==> src/rtl/rsp_fifo.sv <==
// two-entry queue of finished remainders
module rsp_fifo #(
  parameter int WIDTH = 240
) (
  input  logic             clk,
  input  logic             rst,
  input  logic             push,
  input  logic [WIDTH-1:0] wdata,
  output logic             full,
  input  logic             pop,
  output logic [WIDTH-1:0] rdata,
  output logic             empty
);

  logic [WIDTH-1:0] mem [2];
  logic             wptr;
  logic             rptr;
  logic [1:0]       count;

  assign full  = (count == 2'd2);
  assign empty = (count == 2'd0);
  assign rdata = mem[rptr];

  // storage
  always_ff @(posedge clk) begin
    if (push) begin
      mem[wptr] <= wdata;
    end
  end

  // pointers and fill count
  always_ff @(posedge clk) begin
    if (rst) begin
      wptr  <= 1'b0;
      rptr  <= 1'b0;
      count <= '0;
    end else begin
      if (push) begin
        wptr <= !wptr;
      end
      if (pop) begin
        rptr <= !rptr;
      end
      unique case ({push, pop})
        2'b10:   count <= count + 2'd1;
        2'b01:   count <= count - 2'd1;
        default: count <= count;
      endcase
    end
  end

endmodule

==> config.mk <==
export PLATFORM = sky130hd
export DESIGN_NAME = rsp_fifo
export DESIGN_NICKNAME = d
export VERILOG_FILES = /design/src/rtl/rsp_fifo.sv
export SDC_FILE = /design/constraint.sdc
export NUM_CORES = 1
export LEC_CHECK = 0
export BUFFER_PORTS_ARGS = -buffer_cell sky130_fd_sc_hd__buf_2
export CORE_ASPECT_RATIO = 1.5
export CORE_UTILIZATION = 50
export DETAILED_ROUTE_END_ITERATION = 10
export PLACE_DENSITY = 0.83
export SLEW_MARGIN = 25
export SYNTH_ARGS = -nofsm -noshare
export SYNTH_HDL_FRONTEND = slang
export SYNTH_SLANG_ARGS = --single-unit
==> constraint.sdc <==
create_clock -name clk -period 22.5 [get_ports clk]
set_clock_uncertainty 0.1 [all_clocks]
set_input_delay 2.25 -clock clk [delete_from_list [all_inputs] [get_ports clk]]
set_output_delay 2.25 -clock clk [all_outputs]
set_load 0.05 [all_outputs]
==> Word level (Yosys, flattened, before mapping) <==
Memory sizes are Yosys's and may differ from the RTL's. A register that Yosys moved wholly into a read port is not among the register bits.
Cells that the tools add are included.
{ "op_classes": {"n_addsub": 2, "multipliers": 0, "div_mod_pow": 0, "magnitude_cmp": 0, "n_eq_ne": 3, "shifts": 0, "muxes": 5, "n_bitwise": 0, "n_reduce_logical": 4} }
{ "op_table": {"columns": ["op", "n"], "rows": [
  ["equality test 2 bit (second input constant)", 2],
  ["two-way mux 1 bit", 4],
  ["case mux 2 bit (2 select lines)", 1],
  ["adder 2 x 1 -> 2 bit (second input constant)", 1],
  ["equality test 2 x 1 -> 1 bit (second input constant)", 1],
  ["zero test 1 bit", 2],
  ["zero test 2 bit", 1],
  ["nonzero test 2 bit", 1],
  ["subtractor 2 x 1 -> 2 bit (second input constant)", 1]
]} }
{ "word_totals": {"reg_bits": 4, "latchBits": 0, "ram_bits": 480, "rom_bits": 0, "inputBits": 244, "output_inout_bits": 242, "wordCells": 18, "memories": 1} }
{ "mem_list": {"columns": ["name", "depth", "word_bits", "read_ports", "rd_ports_with_merged_regs", "wr", "line", "text"], "rows": [
  ["mem", 2, 240, 1, 1, 1, "15", "logic [WIDTH-1:0] mem [2];"]
]} }

==> Longest topological paths before layout <==
{ "depth": {"depth_word": 3, "mapped_depth": 5, "depth_no_buf": 5} }

==> Worst setup path before layout <==
OpenSTA, ideal clock, no wires.
{ "synth_timing": {"path_type": "input to register", "start": "input port push", "end": "memory mem[0][0] (enable)", "setup_ns": 0.852, "arrival_ns": 12.353, "path_slack_ns": 9.195, "cell_stages": 2, "path_buffers": 0, "cell_sequence": "inv_1 nor2_1"} }
{ "synth_via": {"elab_chain_cells": 2} }
{ "synth_lines": {"columns": ["item", "line", "text"], "rows": [
  ["from (decl)", "7", "input logic push,"],
  ["two-way mux 1 bit", "26", "if (push) begin"],
  ["two-way mux 1 bit (implied by the code)", "27", "mem[wptr] <= wdata;"],
  ["to (decl)", "15", null]
]} }
Every way passes these cells.

==> flow_metrics.env <==
export IMPL_vdd_drop_max_mv=0.0792
export IMPL_fmax_mhz=182
export IMPL_die_w_um=158
export IMPL_dr_pass1_iters=4
export IMPL_fin_cells=1801
export IMPL_setup_viol=0
export IMPL_post_cts_buffers=0
export IMPL_die_h_um=237
export IMPL_final_setup_tns_ns=0
export IMPL_clkPwrFrac_pct=32.3
export IMPL_r2r_slack_ns=19.12
export IMPL_crit_path_end_kind="output pin"
export IMPL_final_util_pct=62.7
export IMPL_path_buf_inv=3
export IMPL_drive_gt1_share_pct=60.9
export IMPL_ys_types=16
export IMPL_pwr_share_seq_pct=49.6
export IMPL_required_ns=20.15
export IMPL_startpoint_type="flip-flop"
export IMPL_dpl_hpwl_um=25700
export IMPL_regToRegStartpoint="wptr$_SDFFE_PP0P_"
export IMPL_synth_largest_area_cell="edfxtp_1"
export IMPL_synth_top_area_share_pct=78.6
export IMPL_start_util_pct=50.9
export IMPL_cts_buffer_depth=3
export IMPL_synthTopCellsByArea="edfxtp_1, mux2_4, mux2_2"
export IMPL_wl_per_cell_um=21.0
export IMPL_cp_cell_sequence="buf_12 -> buf_16 -> mux2_2 -> buf_2"
export IMPL_timing_hold_ws_ns=0.423
export IMPL_finalMaxSlewViolations=0
export IMPL_clk_latency_ns=0.54
export IMPL_grt_util_all_layers_pct=19.6
export IMPL_hold_path_class="reg2reg"
export IMPL_power_total_mw=2.17
export IMPL_ctsRootBufferMaster="clkbuf_16"
export IMPL_slew_headroom_pct=31.6
export IMPL_status="complete, no violations"
export IMPL_synthesis_area_um2=18300
export IMPL_worstPathArrival_ns=3.14
export IMPL_min_delay_worst_endpoint="rptr$_SDFFE_PP0P_"
export IMPL_ys_flop_type="edfxtp_1"
export IMPL_dr_total_vias=9057
export IMPL_rr_worst_depth=3
export IMPL_hold_depth=2
export IMPL_postSynthNetCount=1014
export IMPL_cts_resized=0
export IMPL_switching_share_pct=27.2
export IMPL_yosysMostFrequentCell="edfxtp_1"
export IMPL_vias_per_cell=5.03
export IMPL_min_period_ns=5.49
export IMPL_die_area_um2=37500
export IMPL_p_int_mw=1.58
export IMPL_timing_rr_end="mem[0][109]$_DFFE_PP_"
export IMPL_nNetsFinal=1525
export IMPL_clkTransAtPathRegs_ns=0.06
export IMPL_yosysWarnings=0
export IMPL_powerDensity_nw_per_um2=95.9
export IMPL_routed_wl_um=37800
export IMPL_dr_first_iter_drc_count=465
export IMPL_htree_levels=2
export IMPL_slowest_stage="dfxtp_4"
export IMPL_hold_start="rptr$_SDFFE_PP0P_"
export IMPL_fin_crit_sh_pct=24.4
export IMPL_p_leak_nw=8.87
export IMPL_place_area_um2=21200
export IMPL_ant_nets=0
export IMPL_dp_cells=1713
export IMPL_seq_area_frac_synth_pct=79.1
export IMPL_syn_instance_count=769
export IMPL_area_delta_synth_final_pct=23.1
export IMPL_tightest_slew_ns=1.03
export IMPL_cts_hold_buf=0
export IMPL_synth_seq_cells=485
export IMPL_async_flop_share_pct=0
export IMPL_io_buffer_count=485
export IMPL_place_congestion=0.801
export IMPL_cp_max_fo=93
export IMPL_worstSetupPathType="reg2out"
export IMPL_cts_made_buffers=42
export IMPL_rsz0062_at_grt="false"
export IMPL_core_um2=36100
export IMPL_maxCapViolations=0
export IMPL_cts_sinks=485
export IMPL_finalHoldViolCount=0
export IMPL_grt_start_max_net_pins=150
export IMPL_design_area_um2=22600
export IMPL_antenna_found_initial=18
export IMPL_overflow=0
export IMPL_path_delay_family="buffers and inverters"
export IMPL_p_sw_uw=589
export IMPL_ys_top_cells_by_count="edfxtp_1, mux2_4, mux2_2, buf_6, nor2_1"
export IMPL_grt_pass1_wl_um=53600
export IMPL_place_ws_ns=17.07
export IMPL_grt_pass1_vias=9566
export IMPL_combPwrFrac_pct=18.1
export IMPL_avgSynthCellArea_um2=23.9
export IMPL_top_level_ports=486
export IMPL_drc=0
export IMPL_synth_edff_count=480
export IMPL_setup_ws_ns=17.01
export IMPL_crit_path_max_incr_delay_ns=0.87
export IMPL_cts_tree="yes"
export IMPL_rows=85
power groups by stage:
stage	clock network (mW)	registers (mW)	logic, mW
after floorplan	0	1.10	0.307
after global placement	0	1.09	0.388
after detailed placement	0	1.09	0.392
after CTS	0.716	1.07	0.394
after global routing	0.747	1.08	0.408
final	0.700	1.07	0.392
worst min-delay path, stage by stage (launching register included):
cell	delay, ns
dfxtp_1	0.33
xnor2_1	0.09
nor2_1	0.08
registers in the layout (all words and copies together) (netlist names), named ones only:
name / cells
wptr: 1
count: 2
mem: 480
rptr: 1
per-layer routing:
metal | GRT usage [%] | up-vias | routed length [um]
li1 | - | 4097 | -
met1 | 19.7 | 4458 | 12700
met2 | 35.7 | 374 | 20600
met3 | 5.14 | 118 | 2490
met4 | 11.6 | 10 | 2010
met5 | 0 | - | 56
cells by family (layout without fill, tap and decap cells):
logic type | Yosys count | count (layout) | share of synthesized area [%]
flip-flops | 485 | 485 | 79.1
multiplexers | 240 | 240 | 18.8
buffers and inverters | 28 | 569 | 1.51
AND/OR/NAND/NOR | 9 | 9 | 0.239
XOR/XNOR | 4 | 4 | 0.191
AO/OA/AOI/OAI | 2 | 2 | 0.0545
adder cells (fa/ha/maj) | 1 | 1 | 0.0682
other | 0 | 13 | 0
cells in the final DEF (no fill, tap or decap), types with 3 or more instances in the layout:
cell and instances:
mux2_2 40, clkbuf_16 45, buf_4 6, buf_2 485, clkinv_1 7, mux2_4 200
nor2_1 5, clkinv_2 9, diode_2 13, clkbuf_1 7, bufinv_16 3, xnor2_1 3
dfxtp_1 4, edfxtp_1 480
cell type report:
type | instances | area (um2)
Clock buffer | 52 | 1150
Tap cell | 478 | 598
Sequential cell | 485 | 14500
Inverter | 1 | 3.75
Antenna cell | 13 | 32.5
Timing Repair Buffer | 494 | 2530
Clock inverter | 22 | 189
Fill cell | 2463 | 13500
Multi-Input combinational cell | 256 | 3560
worst max-delay path by stage:
stage,to,cells after the start
after floorplan,mem[0][0]$_DFFE_PP_,2
after CTS,rdata[21],3
after global placement,mem[0][91]$_DFFE_PP_,5
after global routing,rdata[230],4
final,rdata[8],4
after detailed placement,mem[0][92]$_DFFE_PP_,5
Note: power is estimated with default switching activity, not from simulation.
