<file path="config.mk">
export PLATFORM = sky130hd
export DESIGN_NAME = rsp_front_flat
export DESIGN_NICKNAME = d
export VERILOG_FILES = /design/src/rtl/rsp_pkg.sv /design/src/rtl/rsp_intf.sv /design/src/rtl/rsp_front.sv /design/src/flat_wrapper.sv
export SDC_FILE = /design/constraint.sdc
export NUM_CORES = 2
export LEC_CHECK = 0
export BUFFER_PORTS_ARGS = -buffer_cell sky130_fd_sc_hd__buf_2
export CAP_MARGIN = 20
export CORE_UTILIZATION = 40
export CTS_BUF_LIST = sky130_fd_sc_hd__clkbuf_8
export CTS_CLUSTER_DIAMETER = 50
export DETAILED_ROUTE_END_ITERATION = 16
export PLACE_DENSITY = 0.65
export SLEW_MARGIN = 20
export SYNTH_ARGS = -nofsm -noshare
export SYNTH_HDL_FRONTEND = slang
export SYNTH_SLANG_ARGS = --single-unit
</file>
<file path="constraint.sdc">
create_clock -name clk -period 3.45 [get_ports clk]
set_input_delay 0.345 -clock clk [delete_from_list [all_inputs] [get_ports clk]]
set_output_delay 0.345 -clock clk [all_outputs]
set_load 0.05 [all_outputs]
</file>
<file path="src/rtl/rsp_pkg.sv">
// shared types, constants and gf(256) helpers for the reed-solomon parity encoder
package rsp_pkg;

  // low byte of the field polynomial 0x11d
  localparam logic [7:0] GF_REDUCE = 8'd29;
  localparam logic [7:0] GF_MASK   = 8'd255;
  // parity count limits and reset value
  localparam int EC_MIN   = 2;
  localparam int EC_RESET = 10;
  localparam int CFG_W    = 5;

  // generator sequencer states
  typedef enum logic [1:0] {
    GEN_IDLE  = 2'b01,
    GEN_BUILD = 2'b10
  } rsp_gen_state_t;

  // generator status toward the front end
  typedef struct packed {
    logic busy;   // generator being rebuilt
    logic clear;  // register write, drop the block in progress
  } rsp_gen_stat_t;

  // multiply by alpha
  function automatic logic [7:0] gf_xtime(input logic [7:0] a);
    logic [7:0] r;
    r = {a[6:0], 1'b0};
    if (a[7]) begin
      r = r ^ GF_REDUCE;
    end
    return r & GF_MASK;
  endfunction

  // shift-and-add gf(256) product
  function automatic logic [7:0] gf_mul(input logic [7:0] a, input logic [7:0] b);
    logic [7:0] x;
    logic [7:0] p;
    x = a;
    p = '0;
    for (int k = 0; k < 8; k++) begin
      if (b[k]) begin
        p = p ^ x;
      end
      x = gf_xtime(x);
    end
    return p;
  endfunction

endpackage

</file>
<file path="src/rtl/rsp_intf.sv">
// channel interfaces: message bytes in, parity bytes out
interface rsp_msg_if;
  logic       valid;
  logic       ready;
  logic [7:0] data_byte;
  logic       last_byte;

  modport source (output valid, output data_byte, output last_byte, input ready);
  modport sink (input valid, input data_byte, input last_byte, output ready);
endinterface


</file>
<file path="src/rtl/rsp_front.sv">
// front end: takes message bytes and runs the remainder lfsr
module rsp_front import rsp_pkg::*; #(
  parameter int MAX_EC = 30
) (
  input  logic                     clk,
  input  logic                     rst,
  rsp_msg_if.sink                  msg,
  input  logic [MAX_EC-1:0][7:0]   gen,
  input  rsp_gen_stat_t            stat,
  input  logic                     q_full,
  output logic                     q_push,
  output logic [MAX_EC-1:0][7:0]   q_wdata
);

  logic [MAX_EC-1:0][7:0] rem;
  logic [MAX_EC-1:0][7:0] rem_next;
  logic [7:0]             fb;
  logic                   take;

  assign msg.ready = !stat.busy && !q_full;
  assign take      = msg.valid && msg.ready;

  // one division step; taps above the current degree stay zero
  always_comb begin
    fb = msg.data_byte ^ rem[0];
    for (int i = 0; i < MAX_EC; i++) begin
      if (i + 1 < MAX_EC) begin
        rem_next[i] = rem[i+1] ^ gf_mul(fb, gen[i]);
      end else begin
        rem_next[i] = gf_mul(fb, gen[i]);
      end
    end
  end

  // remainder register
  always_ff @(posedge clk) begin
    if (rst || stat.clear) begin
      rem <= '0;
    end else if (take) begin
      rem <= msg.last_byte ? '0 : rem_next;
    end
  end

  // finished remainder goes to the queue
  assign q_push  = take && msg.last_byte;
  assign q_wdata = rem_next;

endmodule

</file>
<file path="src/flat_wrapper.sv">
// flat-port wrapper written by rule: the top's interface ports become plain ports
module rsp_front_flat import rsp_pkg::*;
#(
  parameter int MAX_EC = 30
)
  (clk, rst, gen, stat, q_full, q_push, q_wdata, msg_valid, msg_data_byte, msg_last_byte, msg_ready);
  rsp_msg_if msg_i ();
  input  logic clk;
  input  logic rst;
  input  logic [MAX_EC-1:0][7:0] gen;
  input  rsp_gen_stat_t stat;
  input  logic q_full;
  output logic q_push;
  output logic [MAX_EC-1:0][7:0] q_wdata;
  input wire logic [$bits(msg_i.valid)-1:0] msg_valid;
  input wire logic [$bits(msg_i.data_byte)-1:0] msg_data_byte;
  input wire logic [$bits(msg_i.last_byte)-1:0] msg_last_byte;
  output wire logic [$bits(msg_i.ready)-1:0] msg_ready;
  assign msg_i.valid = msg_valid;
  assign msg_i.data_byte = msg_data_byte;
  assign msg_i.last_byte = msg_last_byte;
  assign msg_ready = msg_i.ready;
  rsp_front #(.MAX_EC(MAX_EC)) u_core (.clk(clk), .rst(rst), .msg(msg_i), .gen(gen), .stat(stat), .q_full(q_full), .q_push(q_push), .q_wdata(q_wdata));
endmodule
</file>
# Word level (Yosys, flattened, before mapping)
# Index checks and enable logic that the tools add are counted.
dict set report op_classes {
  bitwise 247
  multipliers 0
  reduce_logical 6
  n_shift 0
  addsub 0
  eq_ne 0
  mux 248
  n_div 0
  magnitude_cmp 0
}
# operator n
set op_table {}
lappend op_table {{8-bit 2-to-1 mux} 240}
lappend op_table {{8-bit XOR} 240}
lappend op_table {{240-bit 2-to-1 mux} 1}
lappend op_table {{5-bit 2-to-1 mux} 7}
lappend op_table {{4-bit inverter} 7}
lappend op_table {{1-bit logical AND} 3}
lappend op_table {{1-bit zero test} 2}
lappend op_table {{1-bit logical OR} 1}
dict set report word_totals {
  ram_bits 0
  romBits 0
  word_cells 531
  register_bits 240
  n_memories 0
  latch_bits 0
  out_inout_bits 242
  input_bits 255
}

# Depth between registers and ports, before layout
dict set report depth {
  ltp_word 19
  ltp_mapped 11
  mapped_depth_nobuf 8
}

# Worst setup path after synthesis
# Ideal clock, no wire load.
dict set report synth_path {
  kind {reg-to-output}
  startpoint {register u_core.rem[5] (netlist bit)}
  endpoint {output q_wdata[124] (netlist bit)}
  path_stages_with_launch 10
  path_buffers 2
  arrival_ns 3.124
  required_ns 3.105
  setup_slack_ns -0.019
  path_cell_list {dfxtp_1 xnor2_1 xnor3_1 clkbuf_1 buf_1 nor2_1 a211oi_1 a31oi_1 xor2_1 xnor2_1}
}
# item line_no
set synth_lines {}
lappend synth_lines {{start, declared} rsp_front.sv:15} ;# logic [MAX_EC-1:0][7:0] rem;
lappend synth_lines {{start signal, assigned} rsp_front.sv:40} ;# rem <= msg.last_byte ? '0 : rem_next;
lappend synth_lines {{end, declared} flat_wrapper.sv:14} ;# output logic [MAX_EC-1:0][7:0] q_wdata;

==> run_results.csv <==
group,metric,value,unit
flow_run,max_cap_violations,0,
finish,nFillCells,6689,
yosys,post_synth_mux_area_share,0.000288,
timing,worst_slew_margin_rel,0.249,
yosys,yosys.area_share.adder,0,
yosys,synth_edf_count,0,
yosys,synth.area.top_cells,"sky130_fd_sc_hd__xnor2_1 33%, sky130_fd_sc_hd__nand2_1 20%, sky130_fd_sc_hd__dfxtp_1 14%",
yosys,synth_async_sr_flop_share,0,
timing,rsz0062_at_grt,"true",
power_and_ir_drop,p_sw,26.4,mW
floorplan,fp.dieW,297,um
placement,finalWeightedCongestion,0.902,
finish,reg_top3,"u_core.rem x240",
clocking,cts_buffers,61,
clocking,cts_htree_levels,2,
hold_path,hold_start,"gen[62]",
drt,number_of_drc_markers_after_the_initial_detailed_route_iteration,5726,
finish,largest_reg_flops,240,
global_routing,initial_antenna_violation_count,30,
global_routing,grtUsageMet3,0.105,
clocking,cts.reportedPaths.clkPinSlew,70,ps
drt,vias,41300,
yosys,netlist.top_cell.by_area,"sky130_fd_sc_hd__xnor2_1",
setup_path,path_class,"register to output pin",
floorplan,die_area,0.0881,mm^2
power_and_ir_drop,p_per_area,935,mW/mm^2
power_and_ir_drop,power.ir.vdd_worst,1260,uV
placement,numPortBuffers,496,
setup_path,reg2reg_depth,17,
timing,post_route_worst_hold_slack,179,ps
global_routing,grt_use_met2,0.594,
drt,detail-route-antenna-nets,0,
drt,dr.pass1.iters,8,
finish,finish.cell_count_without_fillers,7069,
clocking,cts_buffer_depth,3,
power_and_ir_drop,p_seq_frac,0.057,
global_routing,first_global_vias,38600,
timing,drv_slew,0,
clocking,cts_root_buf,"sky130_fd_sc_hd__clkbuf_8",
yosys,synth.top_cell.area_share,0.327,
yosys,synth.lib_cells_used.distinct,40,
yosys,combinational_family_with_the_most_area_after_synthesis,"XOR/XNOR gates",
timing,final_critical_path_setup_slack,-506,ps
drt,wire_per_inst,26.2,um
placement,detailedPlace.worstSlack,-146,ps
setup_path,cp.required,3110,ps
global_routing,global_route.peak_usage_layer,"met2",
timing,finalSetupViolCount,237,
finish,area.sequential,0.00483,mm^2
finish,nets,6126,
power_and_ir_drop,swShare,0.521,
clocking,hold_buffers,0,
clocking,clock-sinks,240,
yosys,synth.yosys.warnings,0,
finish,synthToLayoutAreaGrowth,55.7,%
setup_path,reg2reg_slack,240,ps
setup_path,worst_reg2reg_startpoint,"u_core.rem[6]$_SDFFE_PP0P_",
placement,dpl.hpwl,104000,um
yosys,synth_commonest_cells,"1814 x sky130_fd_sc_hd__nand2_1, 1298 x sky130_fd_sc_hd__xnor2_1, 430 x sky130_fd_sc_hd__xor2_1",
global_routing,globalRouteOverflowTotal,0,
hold_path,hold_path_depth,4,
finish,regMostFlops,"u_core.rem",
clocking,clk_latency,780,ps
placement,placed_cell_count,6512,
setup_path,cp_data_arrival_time,3610,ps
timing,timing.final.crit_share,1.15,
timing,clock.fmax,253,MHz
global_routing,global_route_usage_over_all_layers,0.389,
yosys,area_fraction_in_and_or_nand_and_nor_cells_after_synthesis,0.214,
run_status,failed_checks,"negative setup slack",
power_and_ir_drop,power_report.internal_total,24.2,mW
timing,period_minus_slack,3960,ps
clocking,tritoncts,"built",
placement,placed_cell_area,0.0408,mm^2
power_and_ir_drop,leakagePower,24.0,nW
setup_path,critical_path_peak_fanout,8,
yosys,synth_compound_area_frac,0.117,
global_routing,grt.met1_usage,0.483,
floorplan,initial_utilization,0.406,
timing,worst_clock_skew,43.3,ps
finish,multi_input_comb_area,0.0332,mm^2
setup_path,timing.rr.end,"u_core.rem[169]$_SDFFE_PP0P_",
yosys,most_used_dff_post_synth,"sky130_fd_sc_hd__dfxtp_1",
finish,final_design_area_no_fill,0.0541,mm^2
global_routing,global_route_wire_length_before_repair,258000,um
power_and_ir_drop,power.combinational.fraction,0.860,
timing,final_hold_viol_count,0,
yosys,synth_area,0.0348,mm^2
timing,worst-slew-pin-transition,1120,ps
yosys,synth_area_per_inst,6.86,um^2
yosys,post-synth-top-count-cell,"sky130_fd_sc_hd__nand2_1",
global_routing,grt_max_degree,156,
yosys,seq_area_frac_synth,0.138,
hold_path,hold_removal_path_class,"primary input to register",
yosys,synth_cells,5073,
floorplan,floorplan.die.height,297,um
drt,routed_wire_length,185000,um
setup_path,startpoint_type,"register",
yosys,postSynthNetCount,5328,
setup_path,end_kind,"output pin",
yosys,yosys.area_share.xor_xnor,0.469,
drt,detail_route.drc_violations,0,
power_and_ir_drop,report.power.total,50.6,mW
finish,drive_above_1_share,0.350,
run_status,status,"complete, but fails checks",
drt,drt-vias-per-instance,5.84,
hold_path,destination_of_the_worst_hold_path,"u_core.rem[56]$_SDFFE_PP0P_",
floorplan,row_count,107,
power_and_ir_drop,power_frac_clock,0.083,
floorplan,top_level_ports,497,
floorplan,core-area,0.0857,mm^2
yosys,ys_seq_elements,240,
[worst max-delay path by stage]
stage	cells after the start	start	to	slack, ps
5_1_grt	12	u_core.rem[6]$_SDFFE_PP0P_	q_wdata[220]	-570
3_3_place_gp	12	msg_data_byte[7]	q_wdata[44]	-180
6_report	10	u_core.rem[6]$_SDFFE_PP0P_	q_wdata[39]	-510
2_1_floorplan	9	u_core.rem[7]$_SDFFE_PP0P_	q_wdata[119]	6
4_1_cts	11	u_core.rem[0]$_SDFFE_PP0P_	q_wdata[215]	-420
3_5_place_dp	13	msg_data_byte[6]	q_wdata[195]	-150
[final cells by class]
cell class                      instances  share of cell area
Antenna cell                            6            0.000277
Clock buffer                           75              0.0191
Clock inverter                         36             0.00568
Inverter                                7            0.000485
Multi-Input combinational cell       4314               0.612
Sequential cell                       240              0.0892
Tap cell                             1144              0.0264
Timing Repair Buffer                 1247               0.246
[power by group through the flow]
stage	Combinational (mW)	Sequential, mW	Clock [mW]
after CTS	40.2	2.90	4.19
after detailed placement	31.1	2.96	0
after global placement	31.0	2.96	0
after floorplan	20.0	2.94	0
final	43.5	2.90	4.20
after global routing	44.5	2.90	4.31
[metal layers]
| metal | routed length (um) | up-vias |
|---|---|---|
| met4 | 14700 | 32 |
| li1 | - | 17500 |
| met5 | 216 | - |
| met1 | 66500 | 19500 |
| met2 | 79400 | 3350 |
| met3 | 24500 | 1020 |
[cell usage in the layout (no fill, tap or decap), types with 8 or more instances in the layout]
cell and instances:
sky130_fd_sc_hd__o211ai_1 64, sky130_fd_sc_hd__o21ai_0 97, sky130_fd_sc_hd__buf_16 50, sky130_fd_sc_hd__nand4_1 10, sky130_fd_sc_hd__o21ai_2 8, sky130_fd_sc_hd__xor2_1 366, sky130_fd_sc_hd__buf_4 511, sky130_fd_sc_hd__nand2_4 101
sky130_fd_sc_hd__o21ai_1 32, sky130_fd_sc_hd__a22oi_1 56, sky130_fd_sc_hd__nand2_2 104, sky130_fd_sc_hd__a21oi_1 62, sky130_fd_sc_hd__nor2_1 89, sky130_fd_sc_hd__buf_2 256, sky130_fd_sc_hd__dfxtp_1 234, sky130_fd_sc_hd__xnor2_2 322
sky130_fd_sc_hd__a22oi_2 8, sky130_fd_sc_hd__xor2_2 54, sky130_fd_sc_hd__buf_6 163, sky130_fd_sc_hd__nand2_1 1597, sky130_fd_sc_hd__nand2_8 12, sky130_fd_sc_hd__xnor2_4 41, sky130_fd_sc_hd__clkinv_2 12, sky130_fd_sc_hd__buf_12 170
sky130_fd_sc_hd__a21oi_2 18, sky130_fd_sc_hd__xnor2_1 941, sky130_fd_sc_hd__xor2_4 12, sky130_fd_sc_hd__clkbuf_8 75, sky130_fd_sc_hd__buf_8 87, sky130_fd_sc_hd__a22o_1 214, sky130_fd_sc_hd__nor3b_2 8, sky130_fd_sc_hd__xnor3_1 37
sky130_fd_sc_hd__inv_1 20
[per-stage QoR]
stage | utilization | TNS, ps
floorplan | - | 0
global placement | 0.476 | -2070
detailed placement | 0.476 | -1650
CTS | 0.596 | -65380
global route | 0.632 | -89570
finish | 0.632 | -75380
[critical path, cell delays in order, from the launching register on]
cell and delay, ps:
sky130_fd_sc_hd__dfxtp_4 410, sky130_fd_sc_hd__xor2_4 160, sky130_fd_sc_hd__xnor3_2 560, sky130_fd_sc_hd__xnor2_4 250
sky130_fd_sc_hd__buf_12 230, sky130_fd_sc_hd__buf_16 170, sky130_fd_sc_hd__nand2_2 70, sky130_fd_sc_hd__xor2_2 200
sky130_fd_sc_hd__xnor2_1 180, sky130_fd_sc_hd__xnor2_1 320, sky130_fd_sc_hd__buf_4 260
[kinds of logic after synthesis]
family / count (synthesis)
compound gates: 579
flops: 240
buf+inv: 520
xor+xnor: 1782
mux: 1
simple gates: 1951
[repair_timing]
action	4_1_cts	5_1_grt
resized for setup	1106	440
cloned	58	3
setup endpoints to repair	240	240
pin swaps	468	318
buffers inserted	298	109
Power figures use the tool's default switching activity.
