--- config.mk ---
export PLATFORM = sky130hd
export DESIGN_NAME = rsp_back_flat
export DESIGN_NICKNAME = d
export VERILOG_FILES = /design/src/rtl/rsp_pkg.sv /design/src/rtl/rsp_intf.sv /design/src/rtl/rsp_back.sv /design/src/flat_wrapper.sv
export SDC_FILE = /design/constraint.sdc
export NUM_CORES = 1
export LEC_CHECK = 0
export BUFFER_PORTS_ARGS = -buffer_cell sky130_fd_sc_hd__buf_4
export CAP_MARGIN = 20
export CORE_UTILIZATION = 45
export CTS_CLUSTER_DIAMETER = 80
export DETAILED_ROUTE_END_ITERATION = 10
export GPL_TIMING_DRIVEN = 0
export PLACE_DENSITY_LB_ADDON = 0.05
export REMOVE_ABC_BUFFERS = 1
export SLEW_MARGIN = 20
export SYNTH_ARGS = -nofsm -noshare
export SYNTH_HDL_FRONTEND = slang
export SYNTH_SLANG_ARGS = --single-unit
export TNS_END_PERCENT = 1
--- constraint.sdc ---
create_clock -name clk -period 38.9 [get_ports clk]
set_input_delay 3.89 -clock clk [delete_from_list [all_inputs] [get_ports clk]]
set_output_delay 3.89 -clock clk [all_outputs]
set_load 0.01 [all_outputs]
--- src/rtl/rsp_pkg.sv ---
// shared types, constants and gf(256) helpers for the reed-solomon parity encoder
package rsp_pkg;

  // low byte of the field polynomial 0x11d
  localparam logic [7:0] GF_REDUCE = 8'd29;
  localparam logic [7:0] GF_MASK   = 8'd255;
  // parity count limits and reset value
  localparam int EC_MIN   = 2;
  localparam int EC_RESET = 10;
  localparam int CFG_W    = 5;

  // generator sequencer states
  typedef enum logic [1:0] {
    GEN_IDLE  = 2'b01,
    GEN_BUILD = 2'b10
  } rsp_gen_state_t;

  // generator status toward the front end
  typedef struct packed {
    logic busy;   // generator being rebuilt
    logic clear;  // register write, drop the block in progress
  } rsp_gen_stat_t;

  // multiply by alpha
  function automatic logic [7:0] gf_xtime(input logic [7:0] a);
    logic [7:0] r;
    r = {a[6:0], 1'b0};
    if (a[7]) begin
      r = r ^ GF_REDUCE;
    end
    return r & GF_MASK;
  endfunction

  // shift-and-add gf(256) product
  function automatic logic [7:0] gf_mul(input logic [7:0] a, input logic [7:0] b);
    logic [7:0] x;
    logic [7:0] p;
    x = a;
    p = '0;
    for (int k = 0; k < 8; k++) begin
      if (b[k]) begin
        p = p ^ x;
      end
      x = gf_xtime(x);
    end
    return p;
  endfunction

endpackage

--- src/rtl/rsp_intf.sv ---


interface rsp_par_if;
  logic       valid;
  logic       ready;
  logic [7:0] parity_byte;
  logic       last_parity;

  modport source (output valid, output parity_byte, output last_parity, input ready);
  modport sink (input valid, input parity_byte, input last_parity, output ready);
endinterface

--- src/rtl/rsp_back.sv ---
// back end: shifts one remainder out as parity bytes
module rsp_back import rsp_pkg::*; #(
  parameter int MAX_EC = 30,
  parameter int EW     = $clog2(MAX_EC + 1)
) (
  input  logic                     clk,
  input  logic                     rst,
  input  logic [EW-1:0]            ec,
  input  logic                     q_empty,
  input  logic [MAX_EC-1:0][7:0]   q_rdata,
  output logic                     q_pop,
  rsp_par_if.source                par
);

  logic [MAX_EC-1:0][7:0] sh;
  logic [EW-1:0]          cnt;
  logic                   busy;
  logic                   fire;
  logic                   at_last;

  assign fire    = par.valid && par.ready;
  assign at_last = (cnt == EW'(1));
  // reload as soon as the previous block's final byte transfers
  assign q_pop   = !q_empty && (!busy || (fire && at_last));

  // serializer
  always_ff @(posedge clk) begin
    if (rst) begin
      busy <= 1'b0;
      cnt  <= '0;
    end else if (q_pop) begin
      busy <= 1'b1;
      cnt  <= ec;
    end else if (fire) begin
      cnt <= cnt - EW'(1);
      if (at_last) begin
        busy <= 1'b0;
      end
    end
  end

  // parity byte shifter, highest degree in slot zero
  always_ff @(posedge clk) begin
    if (q_pop) begin
      sh <= q_rdata;
    end else if (fire) begin
      for (int i = 0; i < MAX_EC; i++) begin
        sh[i] <= (i + 1 < MAX_EC) ? sh[(i + 1) % MAX_EC] : 8'd0;
      end
    end
  end

  assign par.valid       = busy;
  assign par.parity_byte = sh[0];
  assign par.last_parity = at_last;

endmodule

--- src/flat_wrapper.sv ---
// flat-port wrapper written by rule: the top's interface ports become plain ports
module rsp_back_flat import rsp_pkg::*;
#(
  parameter int MAX_EC = 30,
  parameter int EW     = $clog2(MAX_EC + 1)
)
  (clk, rst, ec, q_empty, q_rdata, q_pop, par_valid, par_parity_byte, par_last_parity, par_ready);
  rsp_par_if par_i ();
  input  logic clk;
  input  logic rst;
  input  logic [EW-1:0] ec;
  input  logic q_empty;
  input  logic [MAX_EC-1:0][7:0] q_rdata;
  output logic q_pop;
  output wire logic [$bits(par_i.valid)-1:0] par_valid;
  output wire logic [$bits(par_i.parity_byte)-1:0] par_parity_byte;
  output wire logic [$bits(par_i.last_parity)-1:0] par_last_parity;
  input wire logic [$bits(par_i.ready)-1:0] par_ready;
  assign par_valid = par_i.valid;
  assign par_parity_byte = par_i.parity_byte;
  assign par_last_parity = par_i.last_parity;
  assign par_i.ready = par_ready;
  rsp_back #(.MAX_EC(MAX_EC), .EW(EW)) u_core (.clk(clk), .rst(rst), .ec(ec), .q_empty(q_empty), .q_rdata(q_rdata), .q_pop(q_pop), .par(par_i));
endmodule
# Yosys cells after proc, flatten, opt, wreduce, memory -nomap -nowiden

Index checks and enable logic that the tools add are counted.
W data, S select, Z words.

Add/sub/neg operators: 1
$mul: 0
Divide/modulo/power cells: 0
$lt $le $gt $ge: 0
Equality and inequality tests: 1
Shifts and indexed selects: 0
Multiplexer cells: 7
Bitwise gates (word level): 0
Reductions and logical operators: 9

Operators by type and width:

| operator              | count |
|---|---|
| $mux W240             | 2 |
| $mux W5               | 2 |
| $eq A5 B1 Y1 const B  | 1 |
| $sub A5 B1 Y5 const B | 1 |
| $reduce_bool A2 Y1    | 2 |
| $logic_and A1 B1 Y1   | 3 |
| $mux W1               | 3 |
| $logic_not A1 Y1      | 2 |
| $reduce_and A2 Y1     | 1 |
| $logic_or A1 B1 Y1    | 1 |

Bits in registers: 246
Bits in latches: 0
Memory bits (writable): 0
Bits in read-only memories: 0
Input port bits: 249
Output and inout bits: 11
Memories: 0

# Depth between registers and ports, before layout

Gate-level depths: netlist (run 1).

Word-level depth: 6
Mapped depth: 8

# Worst setup path before layout (run 1)

Ideal clock, no wire load.

Path type: input to register
Start: input port q_empty
End: register u_core.sh (netlist bit u_core.par.parity_byte[0]), enable pin
Setup time: 1.173 ns
Arrival time: 20.789 ns
Path slack: 16.939 ns
Stages on the path: 2
Path through: clkbuf_1 o21ai_0

Longest elaborated chain between the ends: 3

RTL lines:

| element                        | line               | source |
|---|---|---|
| start: declaration             | flat_wrapper.sv:12 | `input logic q_empty;` |
| $logic_not A1 Y1               | rsp_back.sv:24     | `assign q_pop = !q_empty && (!busy \|\| (fire && at_last));` |
| $logic_and A1 B1 Y1            | rsp_back.sv:24     |  |
| $reduce_bool A2 Y1 (no line)   | --                 |  |
| end signal: assignment         | rsp_back.sv:45     | `sh <= q_rdata;` |
| end signal: indexed assignment | rsp_back.sv:48     | `sh[i] <= (i + 1 < MAX_EC) ? sh[(i + 1) % MAX_EC] : 8'd0;` |
| end: declaration               | rsp_back.sv:15     | `logic [MAX_EC-1:0][7:0] sh;` |

No other way between the ends.
A chain may end at the register's enable or synchronous reset.

# Final worst setup path (run 1)

Start: input port q_empty
End: output port q_pop

Longest elaborated chain between the ends: 2

RTL lines:

| element             | line               | source |
|---|---|---|
| $logic_not A1 Y1    | rsp_back.sv:24     |  |
| $logic_and A1 B1 Y1 | rsp_back.sv:24     |  |
| end: declaration    | flat_wrapper.sv:14 | `output logic q_pop;` |

No other way between the ends.

==> results of run 1 <==
layout make-up:
cell class	count	share of cell area, %
multi-input cells	275	23.3
flip-flops and latches	246	51.5
inverters	7	0.185
repair buffers	275	16.6
clock buffers	33	4.91
clock inverters	15	0.669
well taps	319	2.81
kinds of logic (layout without fill, tap and decap cells):
logic type / count (synthesis) / in the layout / synth area share [%]
AOI/OAI and AO/OA: 15 / 15 / 0.986
xor gates and xnor gates: 1 / 1 / 0.0803
adders and majority gates: 2 / 2 / 0.229
buffers and inverters: 45 / 330 / 2.66
DFF: 246 / 246 / 67.2
muxes: 234 / 234 / 27.6
and+or+nand+nor: 23 / 23 / 1.31
placed cells by master (no fill, tap or decap), drive strengths merged, types with 2 or more instances in the layout:
| cell | n |
|---|---|
| a31oi | 2 |
| clkbuf | 33 |
| dfxtp | 6 |
| a21oi | 3 |
| buf | 275 |
| clkinv | 13 |
| or3 | 3 |
| inv | 8 |
| nand2 | 2 |
| ha | 2 |
| and2 | 8 |
| o21ai | 3 |
| mux2 | 233 |
| nor3 | 2 |
| edfxtp | 240 |
| a311o | 2 |
power by group through the flow:
stage	Clock, mW	Sequential (mW)	Combinational, mW
floorplan	0	0.355	0.0702
global placement	0	0.362	0.102
detailed placement	0	0.342	0.0954
CTS	0.239	0.337	0.0956
global route	0.248	0.339	0.102
finish	0.232	0.337	0.0939
stage by stage:
stage          util (%)  cells  power, mW  setup WS, ns  instance area (sq um)
2_1_floorplan         -    528      0.425         17.15                  10600
3_3_place_gp       55.0   1106      0.464         10.67                  13000
3_5_place_dp       56.9   1122      0.438         29.56                  13400
4_1_cts            60.2   1170      0.671         29.56                  14200
5_1_grt            60.2   1170      0.689         29.47                  14200
6_report           60.2   1170      0.662         29.60                  14200
per-layer routing:
layer | track usage [%] | share of wire, % | up-vias
li1 | - | - | 2749
met1 | 19.6 | 41 | 2767
met2 | 24.9 | 48 | 192
met4 | 4.58 | 1.8 | 0
met5 | 0 | 0 | -
met3 | 5.04 | 8.9 | 25
worst max-delay path by stage:
stage,endpoint,slack [ns],from,cells after the start
after floorplan,u_core.par.parity_byte[0],17.15,q_empty,1
after global placement,u_core.par.parity_byte[5],10.67,q_empty,2
after detailed placement,q_pop,29.56,q_empty,5
after CTS,q_pop,29.56,q_empty,5
after global routing,q_pop,29.47,q_empty,5
final,q_pop,29.60,q_empty,5
sequential cells by signal (all words and copies together) (netlist names):
| signal | cells |
|---|---|
| u_core.par.parity_byte | 8 |
| u_core.sh | 232 |
| u_core.par.valid | 1 |
| u_core.cnt | 5 |
worst max-delay path: cells and delay by family:
| kind | cells | cell delay (ns) |
|---|---|---|
| compound gates | 1 | 0.61 |
| simple gates | 1 | 0.16 |
| buf+inv | 3 | 0.74 |
==> results.toml, run 1 <==
[worst_hold_path]
holdPathEnd = "u_core.sh[27]"
holdCritStartpoint = "u_core.sh[35]"
hold_path.class = "reg2reg"
min_delay_path_depth = 1

[finish]
area_growth_pct = 30.3
fill_cells = 1825
n_antenna_cell = 0
drive_gt1_share_pct = 64.3
nets = 1083
seqCellArea_sq_um = 7330
multi_input_area_sq_um = 3310

[power]
p_sw_mw = 0.139
clockPowerShare_pct = 35.0
pwr-share-seq_pct = 50.8
comb_power_share_pct = 14.2
power.density_nw_per_um2 = 46.6
vdd_drop_max_mv = 0.0299
p_int_mw = 0.524
p_leak_nw = 5.76
switching_share_pct = 20.9

[grt]
grt_max_degree = 51
grt_pass1_wl_microns = 30000
track_usage_pct = 15.4
grt-ovfl-total = 0
antenna_found_initial = 0
grt_pass1_vias = 5894

[worst_setup_path]
worstRegToRegCells = 7
crit_chain = "buf_4, nand2b_1, o22a_4, inv_1, buf_4"
cp-end-kind = "output port"
worstPathArrival_ns = 5.41
crit_top_cell = "buf_4"
worstReg2RegStart = "u_core.cnt[1]"
worstPathMaxFanout = 39
max_stage_delay_ns = 0.61
crit_type = "in2out"
rr_endpoint = "u_core.sh[15]"
rrSetupSlack_ns = 36.11
critical_path_required_ns = 35.01
critical_path.startpoint_type = "input port"
critical-path-slowest-cell = "o22a_4"

[synth]
synth-edff-count = 240
ys.flop_type = "edfxtp_1"
synthCells = 566
async_reset_ff_share_pct = 0
synth_common_cells = "edfxtp_1 (240), mux2_2 (133), mux2_4 (100)"
yosys_warnings = 0
yosysTopAreaCell = "edfxtp_1"
ys_seq_elements = 246
synthTopCellsByArea = "edfxtp_1 (66%), mux2_4 (14%), mux2_2 (14%)"
yosysMostFrequentCell = "edfxtp_1"
syn_area_sq_um = 10900
yosys.area.top_type_share_pct = 66.1
synth_cell_type_count = 33
seq_area_frac_synth_pct = 67.2
post_synth.cell_area_avg_sq_um = 19.3

[floorplan]
die_area_sq_um = 24900
start_util_pct = 46.2
ios = 260
fp.dieH_microns = 158
fp-row-count = 56
die_width_microns = 158
core_sq_um = 23600

[sta]
setup_violations = 0
worst_hold_slack_ns = 0.526
tightestPinTransition_ns = 0.709
slew_violations = 0
post-route-period-util_pct = 23.9
layout_min_cycle_time_ns = 9.30
finalHoldViolations = 0
rsz0062_at_grt = "false"
maxSlewHeadroom_pct = 52.5
skew_ns = 0.0244
clock.fmax_mhz = 107
final.setup.tns_ns = 0

[outcome]
status = "finished, final reports clean"

[route]
drcViolationCount = 0
wl_per_cell_microns = 16.8
postRouteWirelength_microns = 19700
vias = 5733
postRouteAntennaNets = 0
firstDrtPassIters = 4
drtIter0Drc = 253
viasPerCell = 4.90

[placement]
globalplace.congestion = 0.714
portBuffers = 259
dp_hpwl_microns = 14100

[clocking]
insertion_delay_ns = 0.53
h-tree-depth = 1
clkTransAtPathRegs_ns = 0.06
ctsHoldBuffers = 0
cts_resized = 0
cts_buffers = 27
cts_setup_buffers = 0
ctsRootBufferMaster = "clkbuf_16"
cts_tree = "built"
clk_path_buf_depth = 3
clock-sinks = 246

[job]
drv_cap = 0
Note: power is estimated with default switching activity, not from simulation.
==> run 2, diff against run 1 <==
--- a/config.mk
+++ b/config.mk
@@ -5,6 +5,7 @@
 export SDC_FILE = /design/constraint.sdc
 export NUM_CORES = 1
 export LEC_CHECK = 0
+export ABC_AREA = 1
 export BUFFER_PORTS_ARGS = -buffer_cell sky130_fd_sc_hd__buf_4
 export CAP_MARGIN = 20
 export CORE_UTILIZATION = 45
==> constraint.sdc (replaced) <==
create_clock -name clk -period 7.5 [get_ports clk]
set_input_delay 0.75 -clock clk [delete_from_list [all_inputs] [get_ports clk]]
set_output_delay 0.75 -clock clk [all_outputs]
set_load 0.01 [all_outputs]
==> run 2 against run 1 <==
Effect of this change:
- combinational power grew to 4.3 times the previous value
- final cell count is 40% higher
- non-clock buffer count is 10 lower
- highest routed layer unchanged
==> results.toml, run 2 <==
[clocking]
insertion_delay_ns = 0.52
clock-sinks = 246
cts_resized = 0
clk_path_buf_depth = 3
h-tree-depth = 1
cts_buffers = 27
ctsRootBufferMaster = "clkbuf_16"
clkTransAtPathRegs_ns = 0.06
cts_tree = "built"
cts_setup_buffers = 0
ctsHoldBuffers = 0

[grt]
grt_max_degree = 98
grt-ovfl-total = 0
grt_pass1_vias = 6871
track_usage_pct = 17.5
grt_pass1_wl_microns = 34100
antenna_found_initial = 0

[placement]
dp.cells = 1602
globalplace.congestion = 0.735
portBuffers = 259
dp_hpwl_microns = 13300
pre_cts_ws_ns = 3.92

[sta]
layout_min_cycle_time_ns = 3.76
rsz0062_at_grt = "false"
post-route-period-util_pct = 50.1
worst_hold_slack_ns = 0.393
finalHoldViolations = 0
fin_ws_ns = 3.74
clock.fmax_mhz = 266
final.setup.tns_ns = 0
setup_violations = 0
maxSlewHeadroom_pct = 50.5
skew_ns = 0.00937
slew_violations = 0
tightestPinTransition_ns = 0.721

[route]
wl_per_cell_microns = 13.3
drcViolationCount = 0
postRouteWirelength_microns = 21900
postRouteAntennaNets = 0
drtIter0Drc = 447
vias = 7506
viasPerCell = 4.57
firstDrtPassIters = 4

[worst_setup_path]
worstPathArrival_ns = 3.01
critical_path_required_ns = 6.75
cp-end-kind = "output port"
worstPathMaxFanout = 97
critical_path.startpoint_type = "register"
crit_type = "reg2out"

[synth]
async_reset_ff_share_pct = 0
yosysMostFrequentCell = "nand2_1"
yosys_warnings = 0
ys.flop_type = "edfxtp_1"
synthCells = 1078
syn_area_sq_um = 10700
ys_seq_elements = 246
seq_area_frac_synth_pct = 68.5
synth-edff-count = 240
synth_common_cells = "nand2_1 (713), edfxtp_1 (240), buf_2 (30)"
synth_cell_type_count = 17
post_synth.cell_area_avg_sq_um = 9.93
yosys.area.top_type_share_pct = 67.3
synthTopCellsByArea = "edfxtp_1 (67%), nand2_1 (25%), buf_2 (1.4%)"
yosysTopAreaCell = "edfxtp_1"

[finish]
largest_reg_flops = 232
final_cells = 1643
nets = 1563
final_common_cell = "nand2_1"
drive_gt1_share_pct = 22.7
final_util_pct = 58.1
seqCellArea_sq_um = 7330
largest-register = "u_core.sh"
fill_cells = 2148
n_antenna_cell = 0
final_cell_mix = "nand2_1 (713), buf_4 (259), edfxtp_1 (240)"
area_growth_pct = 27.0
multi_input_area_sq_um = 2890

[floorplan]
fp-row-count = 56
die_width_microns = 156
start_util_pct = 45.7
ios = 260
core_sq_um = 23400
fp.dieH_microns = 156
die_area_sq_um = 24400

[worst_hold_path]
hold_path.class = "in2reg"

[outcome]
status = "finished, final reports clean"

[power]
power.density_nw_per_um2 = 248
p_leak_nw = 6.39
vdd_drop_max_mv = 0.176

[job]
drv_cap = 0
## run 2: kinds of logic (layout without fill, tap and decap cells)
kind of cell | count (synthesis) | in the layout | synth area share, %
AO/OA/AOI/OAI | 7 | 7 | 0.327
adder cells (fa/ha/maj) | 2 | 2 | 0.234
buffers and inverters | 80 | 326 | 4.63
flip-flops | 246 | 246 | 68.5
multiplexers | 1 | 1 | 0.0935
AND/OR/NAND/NOR | 742 | 742 | 26.2
## run 2: power by group
group	internal [mW]	leakage, nW	switching [mW]
logic	0.182	3.58	0.225
registers	1.72	2.44	0.0398
clock network	0.707	0.377	0.499
## run 2: worst paths after layout
| kind | start | endpoint | cells past startpoint | slack [ns] |
|---|---|---|---|---|
| hold / removal | rst | u_core.par.valid | 2 | 0.39 |
| setup reg to reg | u_core.cnt[1] | u_core.sh[66] | 14 | 4.25 |
| setup / recovery | u_core.cnt[1] | q_pop | 11 | 3.74 |
| hold reg to reg | u_core.sh[228] | u_core.sh[220] | 2 | 0.51 |
## run 2: per-stage QoR
| stage | power, mW | instance area [sq um] |
|---|---|---|
| after detailed placement | 2.20 | 12800 |
| after floorplan | 2.03 | 10300 |
| after CTS | 3.41 | 13600 |
| final | 3.37 | 13600 |
| after global routing | 3.53 | 13600 |
| after global placement | 2.23 | 12600 |
## run 2: final cells by class
cell class                 count  share of cell area [%]
sequential                   246                    53.9
multi-input combinational    752                    21.3
timing repair buffer         265                    15.5
clock buffer                  39                    5.45
tap                          319                    2.94
inverter                      20                   0.663
clock inverter                 2                   0.258
## run 2: layer usage
metal	wire (microns)	vias to the layer above	share of wire [%]	GRT usage (%)
met2	9630	203	44	27.0
met3	2040	32	9.3	5.84
li1	-	3914	-	-
met5	0	-	0	0
met4	382	0	1.7	4.62
met1	9860	3357	45	23.7
## run 2: critical path, stage by stage, from the launching register on
cell     delay [ns]
dfxtp_1        0.36
inv_1          0.07
ha_1           0.17
inv_1          0.07
nor2_1         0.04
nand3_1        0.08
nand2_2        0.13
nand2_8        0.32
buf_16         0.35
buf_16         0.37
inv_8          0.21
buf_4          0.23
==> run 3, diff against run 2 <==
--- a/config.mk
+++ b/config.mk
@@ -5,7 +5,7 @@
 export SDC_FILE = /design/constraint.sdc
 export NUM_CORES = 1
 export LEC_CHECK = 0
-export ABC_AREA = 1
+export ABC_AREA = 0
 export BUFFER_PORTS_ARGS = -buffer_cell sky130_fd_sc_hd__buf_4
 export CAP_MARGIN = 20
 export CORE_UTILIZATION = 45
==> constraint.sdc (replaced) <==
create_clock -name clk -period 3.2 [get_ports clk]
set_input_delay 0.32 -clock clk [delete_from_list [all_inputs] [get_ports clk]]
set_output_delay 0.32 -clock clk [all_outputs]
set_load 0.01 [all_outputs]
==> run 3 against run 2 <==
Effect of this change:
- clock power grew 130%
- register-to-register slack worse by 3.8 ns
- combinational power increased to 2.8 times the previous value
- sequential power up 130%
- clock skew is 0.015 ns higher
- flip-flop and latch count is the same
- final area up 4.7%
- utilization up 2.2 points
- power is 140% higher
- critical path type unchanged
- largest cell class unchanged
==> results.toml, run 3 (same netlist as run 1, synthesis figures left out) <==
[grt]
grt_max_degree = 51
gr-usage-met1_pct = 19.5
track_usage_pct = 15.4
use_met3_pct = 5.04
antenna_found_initial = 0
grt-ovfl-total = 0
grt_pass1_vias = 5901
use_met2_pct = 25.0
grt_busiest_layer = "met2"
grt_pass1_wl_microns = 30000

[placement]
dp_hpwl_microns = 14100
globalplace.congestion = 0.714
portBuffers = 259
pre_cts_ws_ns = 0.422
dp.cells = 1122
post_dp_cell_area_sq_um = 13400

[finish]
area_growth_pct = 30.4
largest-register = "u_core.sh"
final_cell_mix = "buf_4 (259), edfxtp_1 (240), mux2_2 (133)"
fill_cells = 1827
n_antenna_cell = 0
nets = 1084
largest_reg_flops = 232
final_cells = 1171
seqCellArea_sq_um = 7330
multi_input_area_sq_um = 3310
final_common_cell = "buf_4"
drive_gt1_share_pct = 64.2
stdcell_area_sq_um = 14200

[outcome]
status = "finished, final reports clean"

[sta]
setup_violations = 0
finalHoldViolations = 0
final.setup.tns_ns = 0
worst_hold_slack_ns = 0.0529
fin_ws_ns = 0.217
slew_violations = 0
rsz0062_at_grt = "false"
layout_min_cycle_time_ns = 2.98
tightestPinTransition_ns = 0.704
clock.fmax_mhz = 335
skew_ns = 0.0242
maxSlewHeadroom_pct = 52.9
post-route-period-util_pct = 93.2

[worst_hold_path]
holdCritStartpoint = "ec[1]"
hold_path.class = "in2reg"

[floorplan]
start_util_pct = 46.2
fp-row-count = 56
die_width_microns = 158
ios = 260
die_area_sq_um = 24900
core_sq_um = 23600
fp.dieH_microns = 158

[route]
vias = 5736
firstDrtPassIters = 4
viasPerCell = 4.90
drcViolationCount = 0
drtIter0Drc = 226
postRouteWirelength_microns = 19700
wl_per_cell_microns = 16.8
postRouteAntennaNets = 0

[worst_setup_path]
cp-end-kind = "output port"
critical_path.startpoint_type = "register"
worstRegToRegCells = 7
worstPathMaxFanout = 39
rr_endpoint = "u_core.sh[15]"
critical_path_required_ns = 2.88
rrSetupSlack_ns = 0.41
critPathLaunch = "u_core.cnt[1]"
worstPathArrival_ns = 2.66
crit_type = "reg2out"
endpoint = "q_pop"
worstReg2RegStart = "u_core.cnt[1]"

[job]
drv_cap = 0

[clocking]
clock-sinks = 246
clk_path_buf_depth = 3
insertion_delay_ns = 0.53
cts_tree = "built"
h-tree-depth = 1
ctsRootBufferMaster = "clkbuf_16"
cts_setup_buffers = 0
clkTransAtPathRegs_ns = 0.06
cts_buffers = 27

[power]
power.density_nw_per_um2 = 566
p_leak_nw = 5.76
vdd_drop_max_mv = 0.364
==> run 3: cell count changes in the layout (fill, tap and decap cells not counted), sizes merged, moves of 3 or more <==
cell    delta
mux2     +233
clkinv    +12
nand3     -10
and2       +8
nand2    -713
buf       +10
clkbuf     -6
or3        +3
inv       -12
nor2      -14
==> run 3: critical path, cell delays in order (launching register included) <==
cell and delay, ns:
dfxtp_1 0.33, inv_1 0.09, ha_1 0.16, or4b_4 0.51, o22a_4 0.48, inv_1 0.37
buf_4 0.19
==> run 3: how the worst min path moves through the flow <==
stage | slack [ns] | cells past startpoint | to
3_5_place_dp | 0.52 | 2 | u_core.cnt[4]
3_3_place_gp | 0.48 | 2 | u_core.cnt[4]
5_1_grt | 0.06 | 3 | u_core.cnt[1]
2_1_floorplan | 0.39 | 1 | u_core.par.valid
6_report | 0.05 | 3 | u_core.cnt[1]
4_1_cts | 0.04 | 3 | u_core.cnt[1]
==> run 3: area by class of cell <==
class / instances / share of cell area [%]
sequential: 246 / 51.5
multi-input combinational: 275 / 23.3
timing repair buffer: 276 / 16.7
clock buffer: 33 / 4.91
tap: 319 / 2.80
clock inverter: 15 / 0.668
inverter: 7 / 0.185
==> run 3: where the power goes <==
| part | internal (mW) | total [mW] | switching [mW] |
|---|---|---|---|
| combinational | 0.747 | 1.14 | 0.396 |
| clock | 1.62 | 2.82 | 1.20 |
| sequential | 4.00 | 4.09 | 0.0915 |
| total | 6.37 | 8.05 | 1.68 |
==> run 3: timing repair <==
item	4_1_cts	5_1_grt
hold buffers	1	0
gates resized for setup	0	0
hold endpoints to repair	1	0
==> run 3: per-stage QoR <==
step	power (mW)	util (%)
CTS	8.16	60.3
detailed placement	5.32	56.9
global placement	5.64	55.0
finish	8.05	60.3
global route	8.37	60.3
floorplan	5.16	-
==> run 3: routing by layer <==
metal / vias up / wire, microns
met5: - / 0
met4: 0 / 354
met3: 25 / 1800
met2: 194 / 9470
met1: 2767 / 8030
li1: 2750 / -
